## src/rtl/core/lru_pkg.sv

```systemverilog
// ----------------------------------------------------------------------------
// lru_pkg
// Shared types and constants for the LRU page replacement block: the command
// and status bundles between controller and datapath, and fixed field widths.
// ----------------------------------------------------------------------------
package lru_pkg;

	localparam int STAMP_W   = 32;
	localparam int FAULT_W   = 32;
	localparam int CFG_W     = 5;
	localparam logic [CFG_W-1:0] CFG_RESET = 5'd16;

	localparam logic [STAMP_W-1:0] STAMP_MAX = {STAMP_W{1'b1}};
	localparam logic [FAULT_W-1:0] FAULT_MAX = {FAULT_W{1'b1}};

	typedef struct packed {
		logic load;    // latch request, restart scan
		logic read;    // read frame at scan address, advance
		logic commit;  // update frame table, load result
	} lru_cmd_t;

	typedef struct packed {
		logic scan_last; // scan address is the last active frame
	} lru_status_t;

endpackage

```

## src/rtl/core/lru_ctrl.sv

```systemverilog
// ----------------------------------------------------------------------------
// lru_ctrl
// Sequencer for one request: load, scan the active frames one per cycle,
// let the last read settle, then commit the replacement decision.
// ----------------------------------------------------------------------------
module lru_ctrl
	import lru_pkg::*;
(
	input  logic        clk,
	input  logic        arst_n,
	input  logic        start,
	input  lru_status_t status,
	output lru_cmd_t    cmd,
	output logic        busy
);

	localparam logic [1:0] ST_IDLE   = 2'd0;
	localparam logic [1:0] ST_SCAN   = 2'd1;
	localparam logic [1:0] ST_DRAIN  = 2'd2;
	localparam logic [1:0] ST_COMMIT = 2'd3;

	logic [1:0] state_q;
	logic [1:0] state_d;

	always_comb begin
		state_d    = state_q;
		cmd.load   = 1'b0;
		cmd.read   = 1'b0;
		cmd.commit = 1'b0;
		unique case (state_q)
			ST_IDLE: begin
				if (start) begin
					cmd.load = 1'b1;
					state_d  = ST_SCAN;
				end
			end
			ST_SCAN: begin
				cmd.read = 1'b1;
				if (status.scan_last) begin
					state_d = ST_DRAIN;
				end
			end
			ST_DRAIN: begin
				state_d = ST_COMMIT;
			end
			ST_COMMIT: begin
				cmd.commit = 1'b1;
				state_d    = ST_IDLE;
			end
			default: begin
				state_d = ST_IDLE;
			end
		endcase
	end

	always_ff @(posedge clk or negedge arst_n) begin
		if (!arst_n) begin
			state_q <= ST_IDLE;
		end else begin
			state_q <= state_d;
		end
	end

	assign busy = (state_q != ST_IDLE);

endmodule

```

## src/rtl/core/lru_dpath.sv

```systemverilog
// ----------------------------------------------------------------------------
// lru_dpath
// Frame table memory, scan address counter, running hit / empty / oldest
// trackers, stamp and fault counters, and the result registers.
// ----------------------------------------------------------------------------
module lru_dpath
	import lru_pkg::*;
#(
	parameter int MAX_FRAMES = 16,
	parameter int PAGE_BITS  = 16
) (
	input  logic                               clk,
	input  logic                               arst_n,
	input  lru_cmd_t                           cmd,
	output lru_status_t                        status,
	input  logic [PAGE_BITS-1:0]               page_number,
	input  logic                               num_frames_we,
	input  logic [CFG_W-1:0]                   num_frames,
	output logic                               done,
	output logic                               hit,
	output logic [((MAX_FRAMES > 1) ? $clog2(MAX_FRAMES) : 1)-1:0] slot,
	output logic [PAGE_BITS-1:0]               evicted_page,
	output logic [FAULT_W-1:0]                 fault_total
);

	localparam int SLOT_W = (MAX_FRAMES > 1) ? $clog2(MAX_FRAMES) : 1;
	localparam int CNT_W  = $clog2(MAX_FRAMES + 1);

	// frame table
	logic [PAGE_BITS-1:0] page_mem  [MAX_FRAMES];
	logic [STAMP_W-1:0]   stamp_mem [MAX_FRAMES];
	logic [MAX_FRAMES-1:0] valid_q;

	logic [CFG_W-1:0]     num_frames_q;
	logic [CNT_W-1:0]     active_cnt;
	logic [PAGE_BITS-1:0] page_q;
	logic [SLOT_W-1:0]    addr_q;

	logic                 rd_en_s1;
	logic [SLOT_W-1:0]    rd_idx_s1;
	logic [PAGE_BITS-1:0] rd_page_s1;
	logic [STAMP_W-1:0]   rd_stamp_s1;
	logic                 rd_vld_s1;

	logic [PAGE_BITS-1:0] cur_page;
	logic [STAMP_W-1:0]   cur_stamp;
	logic                 first_entry;

	logic                 hit_f_q;
	logic [SLOT_W-1:0]    hit_idx_q;
	logic                 emp_f_q;
	logic [SLOT_W-1:0]    emp_idx_q;
	logic [STAMP_W-1:0]   best_stamp_q;
	logic [SLOT_W-1:0]    best_idx_q;
	logic [PAGE_BITS-1:0] best_page_q;

	logic [STAMP_W-1:0]   next_stamp_q;
	logic [FAULT_W-1:0]   fault_count_q;

	logic                 wr_en;
	logic [SLOT_W-1:0]    miss_idx;
	logic [SLOT_W-1:0]    wr_idx;

	logic                 done_q;
	logic                 hit_q;
	logic [SLOT_W-1:0]    slot_q;
	logic [PAGE_BITS-1:0] evicted_q;

	// clamp the frame count to 1..MAX_FRAMES
	always_comb begin
		priority if (num_frames_q == '0) begin
			active_cnt = CNT_W'(1);
		end else if (32'(num_frames_q) > MAX_FRAMES) begin
			active_cnt = CNT_W'(MAX_FRAMES);
		end else begin
			active_cnt = CNT_W'(num_frames_q);
		end
	end

	assign status.scan_last = (CNT_W'(addr_q) == (active_cnt - CNT_W'(1)));

	always_ff @(posedge clk or negedge arst_n) begin
		if (!arst_n) begin
			num_frames_q <= CFG_RESET;
		end else if (num_frames_we) begin
			num_frames_q <= num_frames;
		end
	end

	always_ff @(posedge clk) begin
		if (cmd.load) begin
			page_q <= page_number;
		end
	end

	always_ff @(posedge clk or negedge arst_n) begin
		if (!arst_n) begin
			addr_q   <= '0;
			rd_en_s1 <= 1'b0;
		end else begin
			rd_en_s1 <= cmd.read;
			if (cmd.load) begin
				addr_q <= '0;
			end else if (cmd.read) begin
				addr_q <= addr_q + SLOT_W'(1);
			end
		end
	end

	// registered memory read
	always_ff @(posedge clk) begin
		if (cmd.read) begin
			rd_page_s1  <= page_mem[addr_q];
			rd_stamp_s1 <= stamp_mem[addr_q];
			rd_vld_s1   <= valid_q[addr_q];
			rd_idx_s1   <= addr_q;
		end
	end

	// an entry never written reads as empty with stamp zero
	assign cur_page    = rd_vld_s1 ? rd_page_s1 : '0;
	assign cur_stamp   = rd_vld_s1 ? rd_stamp_s1 : '0;
	assign first_entry = (rd_idx_s1 == '0);

	always_ff @(posedge clk) begin
		if (rd_en_s1) begin
			if (first_entry) begin
				hit_f_q      <= (cur_page == page_q);
				hit_idx_q    <= rd_idx_s1;
				emp_f_q      <= (cur_page == '0);
				emp_idx_q    <= rd_idx_s1;
				best_stamp_q <= cur_stamp;
				best_idx_q   <= rd_idx_s1;
				best_page_q  <= cur_page;
			end else begin
				if (!hit_f_q && (cur_page == page_q)) begin
					hit_f_q   <= 1'b1;
					hit_idx_q <= rd_idx_s1;
				end
				if (!emp_f_q && (cur_page == '0)) begin
					emp_f_q   <= 1'b1;
					emp_idx_q <= rd_idx_s1;
				end
				// strict compare keeps the lowest index on ties
				if (cur_stamp < best_stamp_q) begin
					best_stamp_q <= cur_stamp;
					best_idx_q   <= rd_idx_s1;
					best_page_q  <= cur_page;
				end
			end
		end
	end

	assign miss_idx = emp_f_q ? emp_idx_q : best_idx_q;
	assign wr_idx   = hit_f_q ? hit_idx_q : miss_idx;
	assign wr_en    = cmd.commit && (page_q != '0);

	always_ff @(posedge clk) begin
		if (wr_en) begin
			page_mem[wr_idx]  <= page_q;
			stamp_mem[wr_idx] <= next_stamp_q;
		end
	end

	always_ff @(posedge clk or negedge arst_n) begin
		if (!arst_n) begin
			valid_q       <= '0;
			next_stamp_q  <= '0;
			fault_count_q <= '0;
			done_q        <= 1'b0;
		end else begin
			done_q <= cmd.commit;
			if (wr_en) begin
				valid_q[wr_idx] <= 1'b1;
				if (next_stamp_q != STAMP_MAX) begin
					next_stamp_q <= next_stamp_q + STAMP_W'(1);
				end
				if (!hit_f_q && (fault_count_q != FAULT_MAX)) begin
					fault_count_q <= fault_count_q + FAULT_W'(1);
				end
			end
		end
	end

	always_ff @(posedge clk) begin
		if (cmd.commit) begin
			if (page_q == '0) begin
				hit_q     <= 1'b0;
				slot_q    <= '0;
				evicted_q <= '0;
			end else if (hit_f_q) begin
				hit_q     <= 1'b1;
				slot_q    <= hit_idx_q;
				evicted_q <= '0;
			end else begin
				hit_q     <= 1'b0;
				slot_q    <= miss_idx;
				evicted_q <= emp_f_q ? '0 : best_page_q;
			end
		end
	end

	assign done         = done_q;
	assign hit          = hit_q;
	assign slot         = slot_q;
	assign evicted_page = evicted_q;
	assign fault_total  = fault_count_q;

endmodule

```

## src/rtl/core/lru_page_replacement.sv

```systemverilog
// ----------------------------------------------------------------------------
// lru_page_replacement
// Fully associative LRU page frame policy with recency stamps.
// ----------------------------------------------------------------------------
// A request (start high while busy is low) carries one page number. The block
// scans the active frames of its frame table one per cycle, comparing pages
// and tracking the first empty frame and the oldest stamp, then commits the
// hit, fill or replacement. done is registered from the commit state, which
// follows the scan of the single-port frame memory and a drain state.
// The next request is taken at the edge that ends the strobe cycle, so a
// request is never accepted while the one before it is still in flight.
// The result is valid only in the one cycle done is high and cannot be held
// off by the receiver. num_frames must be written only while the block is
// idle, which it does not enforce; 0 acts as 1, above MAX_FRAMES as MAX_FRAMES.
// ----------------------------------------------------------------------------
module lru_page_replacement
	import lru_pkg::*;
#(
	parameter int MAX_FRAMES = 16,
	parameter int PAGE_BITS  = 16
) (
	input  logic                               clk,
	input  logic                               arst_n,
	input  logic                               start,
	output logic                               busy,
	input  logic [PAGE_BITS-1:0]               page_number,
	input  logic                               num_frames_we,
	input  logic [CFG_W-1:0]                   num_frames,
	output logic                               done,
	output logic                               hit,
	output logic [((MAX_FRAMES > 1) ? $clog2(MAX_FRAMES) : 1)-1:0] slot,
	output logic [PAGE_BITS-1:0]               evicted_page,
	output logic [FAULT_W-1:0]                 fault_total
);

	lru_cmd_t    cmd;
	lru_status_t status;

	lru_ctrl u_ctrl (
		.clk    (clk),
		.arst_n (arst_n),
		.start  (start),
		.status (status),
		.cmd    (cmd),
		.busy   (busy)
	);

	lru_dpath #(
		.MAX_FRAMES (MAX_FRAMES),
		.PAGE_BITS  (PAGE_BITS)
	) u_dpath (
		.clk           (clk),
		.arst_n        (arst_n),
		.cmd           (cmd),
		.status        (status),
		.page_number   (page_number),
		.num_frames_we (num_frames_we),
		.num_frames    (num_frames),
		.done          (done),
		.hit           (hit),
		.slot          (slot),
		.evicted_page  (evicted_page),
		.fault_total   (fault_total)
	);

endmodule

```

## config.mk

```make
export PLATFORM = sky130hd
export DESIGN_NAME = lru_page_replacement
export DESIGN_NICKNAME = d
export VERILOG_FILES = /design/src/rtl/core/lru_pkg.sv /design/src/rtl/core/lru_ctrl.sv /design/src/rtl/core/lru_dpath.sv /design/src/rtl/core/lru_page_replacement.sv
export SDC_FILE = /design/constraint.sdc
export NUM_CORES = 1
export LEC_CHECK = 0
export BUFFER_PORTS_ARGS = -buffer_cell sky130_fd_sc_hd__clkbuf_2
export CORE_MARGIN = 3
export CORE_UTILIZATION = 55
export DETAILED_ROUTE_END_ITERATION = 16
export PLACE_DENSITY = 0.72
export RECOVER_POWER = 50
export SYNTH_ARGS = -nofsm -noshare
export SYNTH_HDL_FRONTEND = slang
export SYNTH_SLANG_ARGS = --single-unit
```

## constraint.sdc

```tcl
create_clock -name clk -period 5.8 [get_ports clk]
set_input_delay 0 -clock clk [delete_from_list [all_inputs] [get_ports clk]]
set_output_delay 0 -clock clk [all_outputs]
set_load 0.01 [all_outputs]
```

==> flow_summary.json, run 1 <==
{
  "root_buffer": "clkbuf_16",
  "grt.overflow.total": 0,
  "status": "complete, but fails checks",
  "grt_max_degree": 103,
  "yosysWarnings": 0,
  "crit_buf_inv": 1,
  "busiest_layer": "met2",
  "port_buffers": 79,
  "grtUsageMet2": 0.368,
  "syn_area_um2": 39700,
  "min_path_type": "primary input to flop",
  "cts.htree.levels": 3,
  "clk_pin_slew_ns": 0.06,
  "critical_path_class": "flop to flop",
  "numCtsBuffers": 99,
  "synth-seq-cells": 1013,
  "violations": "max-capacitance violations, max-slew violations",
  "drc": 0,
  "use_met1": 0.346,
  "ant_nets": 0,
  "worst-path-max-fanout": 44,
  "grt_pass1_vias": 19900,
  "initialDrtViolationCount": 2115,
  "cp-start-kind": "flop",
  "vdd_drop_max_v": 0.000411,
  "grt_usage": 0.234,
  "vias": 19400,
  "relSlewSlack": -1.31,
  "regArea_um2": 30000,
  "post_drt_wl_per_cell_um": 27.6,
  "syn_nets": 1965,
  "ys.flop_type": "edfxtp_1",
  "fmax_ghz": 0.217,
  "syn_avg_cell_area_um2": 20.9,
  "post_cts_resized": 0,
  "clock-sinks": 1013,
  "yosysTopAreaCellShare": 0.695,
  "ioPinCount": 80,
  "post-route-min-period_ns": 4.62,
  "place_inst": 2882,
  "cp.required_ns": 6.18,
  "synth_cells": 1900,
  "finalInstanceArea_um2": 45000,
  "fp.dieH_um": 275,
  "multi_input_area_um2": 9450,
  "crit_cells": 3,
  "num_rows": 97,
  "area_growth_pct": 13.3,
  "power.leakage_nw": 14.2,
  "insertion_delay_ns": 0.67,
  "post-route-util": 0.636,
  "cts_buffer_depth": 3,
  "viasPerCell": 6.26,
  "n_fill_cell": 4637,
  "timing.rr.start": "u_dpath.addr_q[0]",
  "drive_gt1_frac": 0.234,
  "crit_top_cell": "mux4_2",
  "start_util": 0.562,
  "fp.coreArea_um2": 70800,
  "skew_ns": 0.0224,
  "fin_ws_ns": 1.18,
  "crit_arrival_ns": 5.00,
  "grt_pass1_wl_um": 129000,
  "cts_tree": "yes",
  "crit_start": "u_dpath.addr_q[0]",
  "use_met3": 0.0394,
  "synthArstFlopShare": 0.0918,
  "yosysSeqAreaShare": 0.754,
  "cp_slowest_cell": "dfrtp_1",
  "dieArea_um2": 75500,
  "synth_edf_count": 920,
  "nNetsFinal": 2138,
  "rsz0062_at_grt": "no",
  "dp_hpwl_um": 44900,
  "totalWireLength_um": 85500,
  "cpLargestDelayFamily": "flip-flops",
  "hp-start": "page_number[11]",
  "antenna_found_initial": 0,
  "synthTopCellsByArea": "edfxtp_1 70%, mux4_2 14%, dfrtp_1 5.8%",
  "setup_tns_ns": 0,
  "maxCapViolations": 7,
  "setup_viol": 0,
  "yosys.cell_types.count": 72,
  "endpoint_kind": "flop",
  "synth_top_area_cell": "edfxtp_1",
  "crit_chain": "buf_4 > mux4_2 > mux4_2",
  "place.gp.congestion": 0.782,
  "die_w_um": 275,
  "place_area_um2": 41500,
  "r2r_cells": 3,
  "pwr_density_cell_nw_per_um2": 456,
  "finalNonFillerCells": 3096,
  "final-hold-violation-count": 0,
  "n_antenna_cell": 0,
  "first_pass_iters": 5,
  "slowest_delay_ns": 2.46,
  "period_share": 0.796,
  "post-place-ws_ns": 1.60,
  "drv_slew": 357,
  "holdPathStages": 2,
  "tightest_slew_ns": 3.46
}
worst paths after layout:
check | end | slack [ns]
max | u_dpath.rd_stamp_s1[6] | 1.18
min | u_dpath.page_q[11] | 0.05
max reg2reg | u_dpath.rd_stamp_s1[6] | 1.18
min reg2reg | u_dpath.valid_q[9] | 0.46
max in group asynchronous | u_dpath.next_stamp_q[25] | 2.35
min in group asynchronous | u_dpath.num_frames_q[4] | 0.51
synth_stat cells (3+ instances only):
| cell | n |
|---|---|
| edfxtp_1 | 920 |
| mux4_2 | 245 |
| dfrtp_1 | 92 |
| and2_1 | 67 |
| nor2_1 | 56 |
| ha_1 | 40 |
| inv_1 | 39 |
| xnor2_1 | 39 |
| nand2_1 | 38 |
| buf_2 | 33 |
| nand3_1 | 32 |
| xor2_1 | 31 |
| clkbuf_1 | 29 |
| nand4_1 | 26 |
| nor3_1 | 25 |
| a21oi_1 | 16 |
| o22ai_1 | 12 |
| or2_1 | 12 |
| o21a_1 | 10 |
| buf_1 | 9 |
| nand4b_1 | 8 |
| nor4_1 | 8 |
| mux2i_1 | 7 |
| a21o_1 | 6 |
| and3_1 | 6 |
| and4_1 | 6 |
| mux2_2 | 6 |
| nand2b_1 | 6 |
| nor4_2 | 6 |
| o211ai_1 | 5 |
| o21ai_0 | 5 |
| or2_2 | 5 |
| a31oi_1 | 3 |
| nor2_2 | 3 |
| nor2b_1 | 3 |
placed cells by master (no fill, tap or decap), types with 15 or more instances in the layout:
cell type	netlist	routed
mux4_2	245	245
and2_1	67	25
nand3_1	32	32
ha_1	40	40
buf_4	0	24
clkbuf_16	0	99
clkinv_1	0	23
nand2_1	38	38
clkbuf_1	29	80
bufinv_16	0	15
edfxtp_1	920	920
nor3_1	25	25
clkbuf_2	0	17
nand4_1	26	26
dfrtp_1	92	89
clkinv_2	0	17
dlygate4sd3_1	0	29
and2_0	0	42
xor2_1	31	31
a21oi_1	16	16
nor2_1	56	40
xnor2_1	39	39
inv_1	39	39
nor2_4	0	16
cell families (layout without fill, tap and decap cells):
kind of cell / count (synthesis) / after routing / share of synthesized area
flops: 1013 / 1013 / 0.754
simple gates: 336 / 336 / 0.0515
mux: 261 / 261 / 0.143
buf+inv: 111 / 367 / 0.0117
xor+xnor: 71 / 71 / 0.0158
compound gates: 68 / 68 / 0.0112
fa+ha+maj: 40 / 40 / 0.0126
repair_timing:
| item | in CTS | in global routing |
|---|---|---|
| setup endpoints to repair | 0 | 0 |
| buffers inserted | 0 | 0 |
| hold buffers | 30 | 0 |
| endpoints found under the hold margin | 74 | 0 |
report_power, final:
group / switching [mW] / internal, mW / total [mW]
registers: 0.659 / 9.09 / 9.75
logic: 2.14 / 2.05 / 4.19
clock network: 2.76 / 3.84 / 6.60
total: 5.56 / 15.0 / 20.5
metal layers:
layer	part of all wire	up-vias	wire, um
li1	-	8108	-
met1	0.43	10400	36400
met2	0.48	745	41400
met3	0.066	151	5640
met4	0.024	0	2070
met5	0	-	0
sequential cells by signal, indices dropped and copies added (netlist names), 4 cells and up:
| signal | cells |
|---|---|
| u_dpath.emp_idx_q | 4 |
| u_dpath.addr_q | 4 |
| u_dpath.valid_q | 16 |
| u_dpath.next_stamp_q | 32 |
| u_dpath.stamp_mem | 512 |
| u_dpath.page_mem | 256 |
| u_dpath.page_q | 16 |
| u_dpath.best_idx_q | 4 |
| u_dpath.slot | 4 |
| u_dpath.hit_idx_q | 4 |
| u_dpath.fault_total | 32 |
| u_dpath.rd_page_s1 | 16 |
| u_dpath.evicted_page | 16 |
| u_dpath.num_frames_q | 5 |
| u_dpath.best_page_q | 16 |
| u_dpath.rd_idx_s1 | 4 |
| u_dpath.best_stamp_q | 32 |
| u_dpath.rd_stamp_s1 | 32 |
metrics by stage:
stage	hold slack, ns	power, mW
2_1_floorplan	-0.296	12.7
3_3_place_gp	0.0144	13.9
3_5_place_dp	0.0295	14.0
4_1_cts	0.0210	20.6
5_1_grt	0.0462	21.4
6_report	0.0529	20.5
final cells by class:
class	instances	area share
sequential	1013	0.666
inverter	39	0.00325
tap	940	0.0261
multi-input combinational	776	0.210
clock buffer	112	0.0566
clock inverter	72	0.0180
timing repair buffer	144	0.0203
(Power assumes the default switching activity.)
==> inputs of run 2 (changes only) <==
- ABC_AREA: default -> 1
- clock period: 5.8 -> 4.3 ns (I/O delays scaled with it)
==> run 2 against run 1 <==
The flow finishes with violations (negative hold slack, max-capacitance violations, max-slew violations); setup slack got worse by 0.72 ns; synthesized cell count up 75%; clock-buffer cell count increased by 15; non-clock buffer count grew 19; via count rose by 42%; clock skew rose by 0.0021 ns; sequential cell count unchanged.
==> flow_summary.json, run 2 <==
{
  "synthTopCellsByArea": "edfxtp_1 67%, dfrtp_1 5.6%, o21ai_0 5.2%",
  "pwr-share-clk": 0.298,
  "synthTopCellsByCount": "920 x edfxtp_1, 513 x nor2_1, 427 x o21ai_0, 395 x nand2_1, 202 x inv_1",
  "use_met1": 0.380,
  "final_cell_mix": "920 x edfxtp_1, 497 x nor2_1, 427 x o21ai_0, 394 x nand2_1, 202 x inv_1",
  "fp.coreArea_um2": 73700,
  "clock-sinks": 1013,
  "largest_reg_flops": 512,
  "combPwrFrac": 0.248,
  "syn_nets": 3384,
  "power.leakage_nw": 16.0,
  "synthMostInstantiatedCell": "edfxtp_1",
  "grt_pass1_vias": 26600,
  "grt.overflow.total": 0,
  "ant_nets": 0,
  "synthArstFlopShare": 0.0918,
  "final-hold-violation-count": 6,
  "yosysTopAreaCellShare": 0.669,
  "root_buffer": "clkbuf_16",
  "post_drt_wl_per_cell_um": 23.7,
  "syn_area_um2": 41300,
  "first_pass_iters": 6,
  "finalNonFillerCells": 4440,
  "cts_buffer_depth": 3,
  "post_cts_resized": 0,
  "maxCapViolations": 6,
  "skew_ns": 0.0245,
  "ys.flop_type": "edfxtp_1",
  "dieArea_um2": 78400,
  "initialDrtViolationCount": 3287,
  "busiest_layer": "met2",
  "r2r-end": "u_dpath.rd_stamp_s1[3]",
  "synth_cells": 3319,
  "cts_tree": "yes",
  "ioPinCount": 80,
  "power_frac_seq": 0.455,
  "vias": 27400,
  "die_w_um": 280,
  "drv_slew": 469,
  "area_growth_pct": 12.3,
  "pwr_density_cell_nw_per_um2": 615,
  "status": "complete, but fails checks",
  "p_int_mw": 19.1,
  "grt_usage": 0.267,
  "mostFrequentLayoutCell": "edfxtp_1",
  "cts.htree.levels": 3,
  "viasPerCell": 6.18,
  "endpoint_kind": "flop",
  "regMostFlops": "u_dpath.stamp_mem",
  "crit_cells": 4,
  "start_util": 0.560,
  "violations": "negative hold slack, max-capacitance violations, max-slew violations",
  "hold_ws_ns": -0.0103,
  "reg_top3": "u_dpath.stamp_mem x512, u_dpath.page_mem x256",
  "reg2reg_slack_ns": 0.46,
  "yosys.cell_types.count": 38,
  "crit_chain": "inv_2 > buf_12 > o211ai_1 > nand2_1",
  "yosysSeqAreaShare": 0.725,
  "vdd_drop_max_v": 0.000655,
  "cp-start-kind": "flop",
  "r2r_cells": 4,
  "numCtsBuffers": 100,
  "tightest_slew_ns": 2.67,
  "slowest_delay_ns": 1.68,
  "worst-path-max-fanout": 42,
  "post-route-util": 0.629,
  "drive_gt1_frac": 0.0738,
  "syn_avg_cell_area_um2": 12.4,
  "grt_pass1_wl_um": 159000,
  "place_inst": 4225,
  "drc": 0,
  "relSlewSlack": -0.781,
  "use_met3": 0.0424,
  "dp_hpwl_um": 55000,
  "n_antenna_cell": 0,
  "cp_slowest_cell": "dfrtp_1",
  "crit_arrival_ns": 4.19,
  "setup_viol": 0,
  "antenna_found_initial": 1,
  "port_buffers": 79,
  "min_path_type": "primary input to async pin",
  "yosysWarnings": 0,
  "grtUsageMet2": 0.420,
  "nNetsFinal": 3466,
  "p_sw_mw": 9.40,
  "cpLargestDelayFamily": "flip-flops",
  "insertion_delay_ns": 0.65,
  "synth_top_area_cell": "edfxtp_1",
  "grt_max_degree": 236,
  "synth_edf_count": 920,
  "post-route-min-period_ns": 3.84,
  "crit_buf_inv": 2,
  "rsz0062_at_grt": "no",
  "num_rows": 99,
  "cp.required_ns": 4.65,
  "clk_pin_slew_ns": 0.06,
  "synth-seq-cells": 1013,
  "swShare": 0.330,
  "setup_tns_ns": 0,
  "place.gp.congestion": 0.887,
  "fp.dieH_um": 280,
  "period_share": 0.893,
  "timing.rr.start": "u_dpath.addr_q[2]",
  "fmax_ghz": 0.261,
  "totalWireLength_um": 105000,
  "critical_path_class": "flop to flop"
}
## run 2: layout make-up
| type | instances | area, um^2 |
|---|---|---|
| clock buffers | 127 | 2670 |
| repair buffers | 163 | 1270 |
| multi-input cells | 1914 | 9980 |
| fillers | 5339 | 27300 |
| well taps | 959 | 1200 |
| flip-flops and latches | 1013 | 30000 |
| clock inverters | 55 | 515 |
| inverters | 209 | 795 |
## run 2: cell families (layout without fill, tap and decap cells)
family                   count (synthesis)  in the layout  synth area share
flip-flops                            1013           1013             0.725
AND/OR/NAND/NOR                       1088           1088             0.107
XOR/XNOR                                61             61            0.0129
AO/OA/AOI/OAI                          725            725             0.106
buffers and inverters                  392            554            0.0366
adder cells (fa/ha/maj)                 40             40            0.0121
## run 2: layer usage
metal  vias to the layer above  share of wire  wire length [um]
li1                      12200              -                 -
met1                     13400           0.40             42200
met2                      1580           0.47             49400
met3                       236          0.099             10500
met4                         0          0.030              3180
met5                         -              0                 0
## run 2: per-stage QoR
stage	cell area [um^2]	hold slack [ns]	power, mW	worst slack (ns)
after global placement	43000	0.124	19.7	0.940
final	46400	-0.0103	28.5	0.462
after CTS	46500	0.000513	28.6	0.809
after detailed placement	43000	0.141	20.1	0.905
after global routing	46400	0.0554	29.9	0.340
after floorplan	41300	-0.296	17.5	0.208
## run 2: power groups by stage
stage,Combinational (mW),Sequential [mW],Clock (mW)
floorplan,4.73,12.8,0
global placement,6.64,13.1,0
detailed placement,6.94,13.2,0
CTS,7.03,13.0,8.60
global route,7.79,13.1,9.00
finish,7.07,13.0,8.49
## run 2: how the worst max path moves through the flow
stage / startpoint / endpoint / slack [ns]
6_report: u_dpath.addr_q[2] / u_dpath.rd_stamp_s1[3] / 0.46
5_1_grt: u_dpath.addr_q[2] / u_dpath.rd_stamp_s1[3] / 0.34
4_1_cts: u_dpath.rd_vld_s1 / u_dpath.best_stamp_q[24] / 0.81
3_5_place_dp: u_dpath.page_q[14] / u_dpath.fault_total[9] / 0.91
3_3_place_gp: u_dpath.rd_vld_s1 / u_dpath.hit_idx_q[3] / 0.94
2_1_floorplan: u_ctrl.state_q[0] / u_dpath.page_mem[12][0] / 0.21
## run 2: timing repair
| action | 4_1_cts | 5_1_grt |
|---|---|---|
| buffers inserted | 0 | 0 |
| hold buffers | 33 | 0 |
| endpoints found under the hold margin | 80 | 0 |
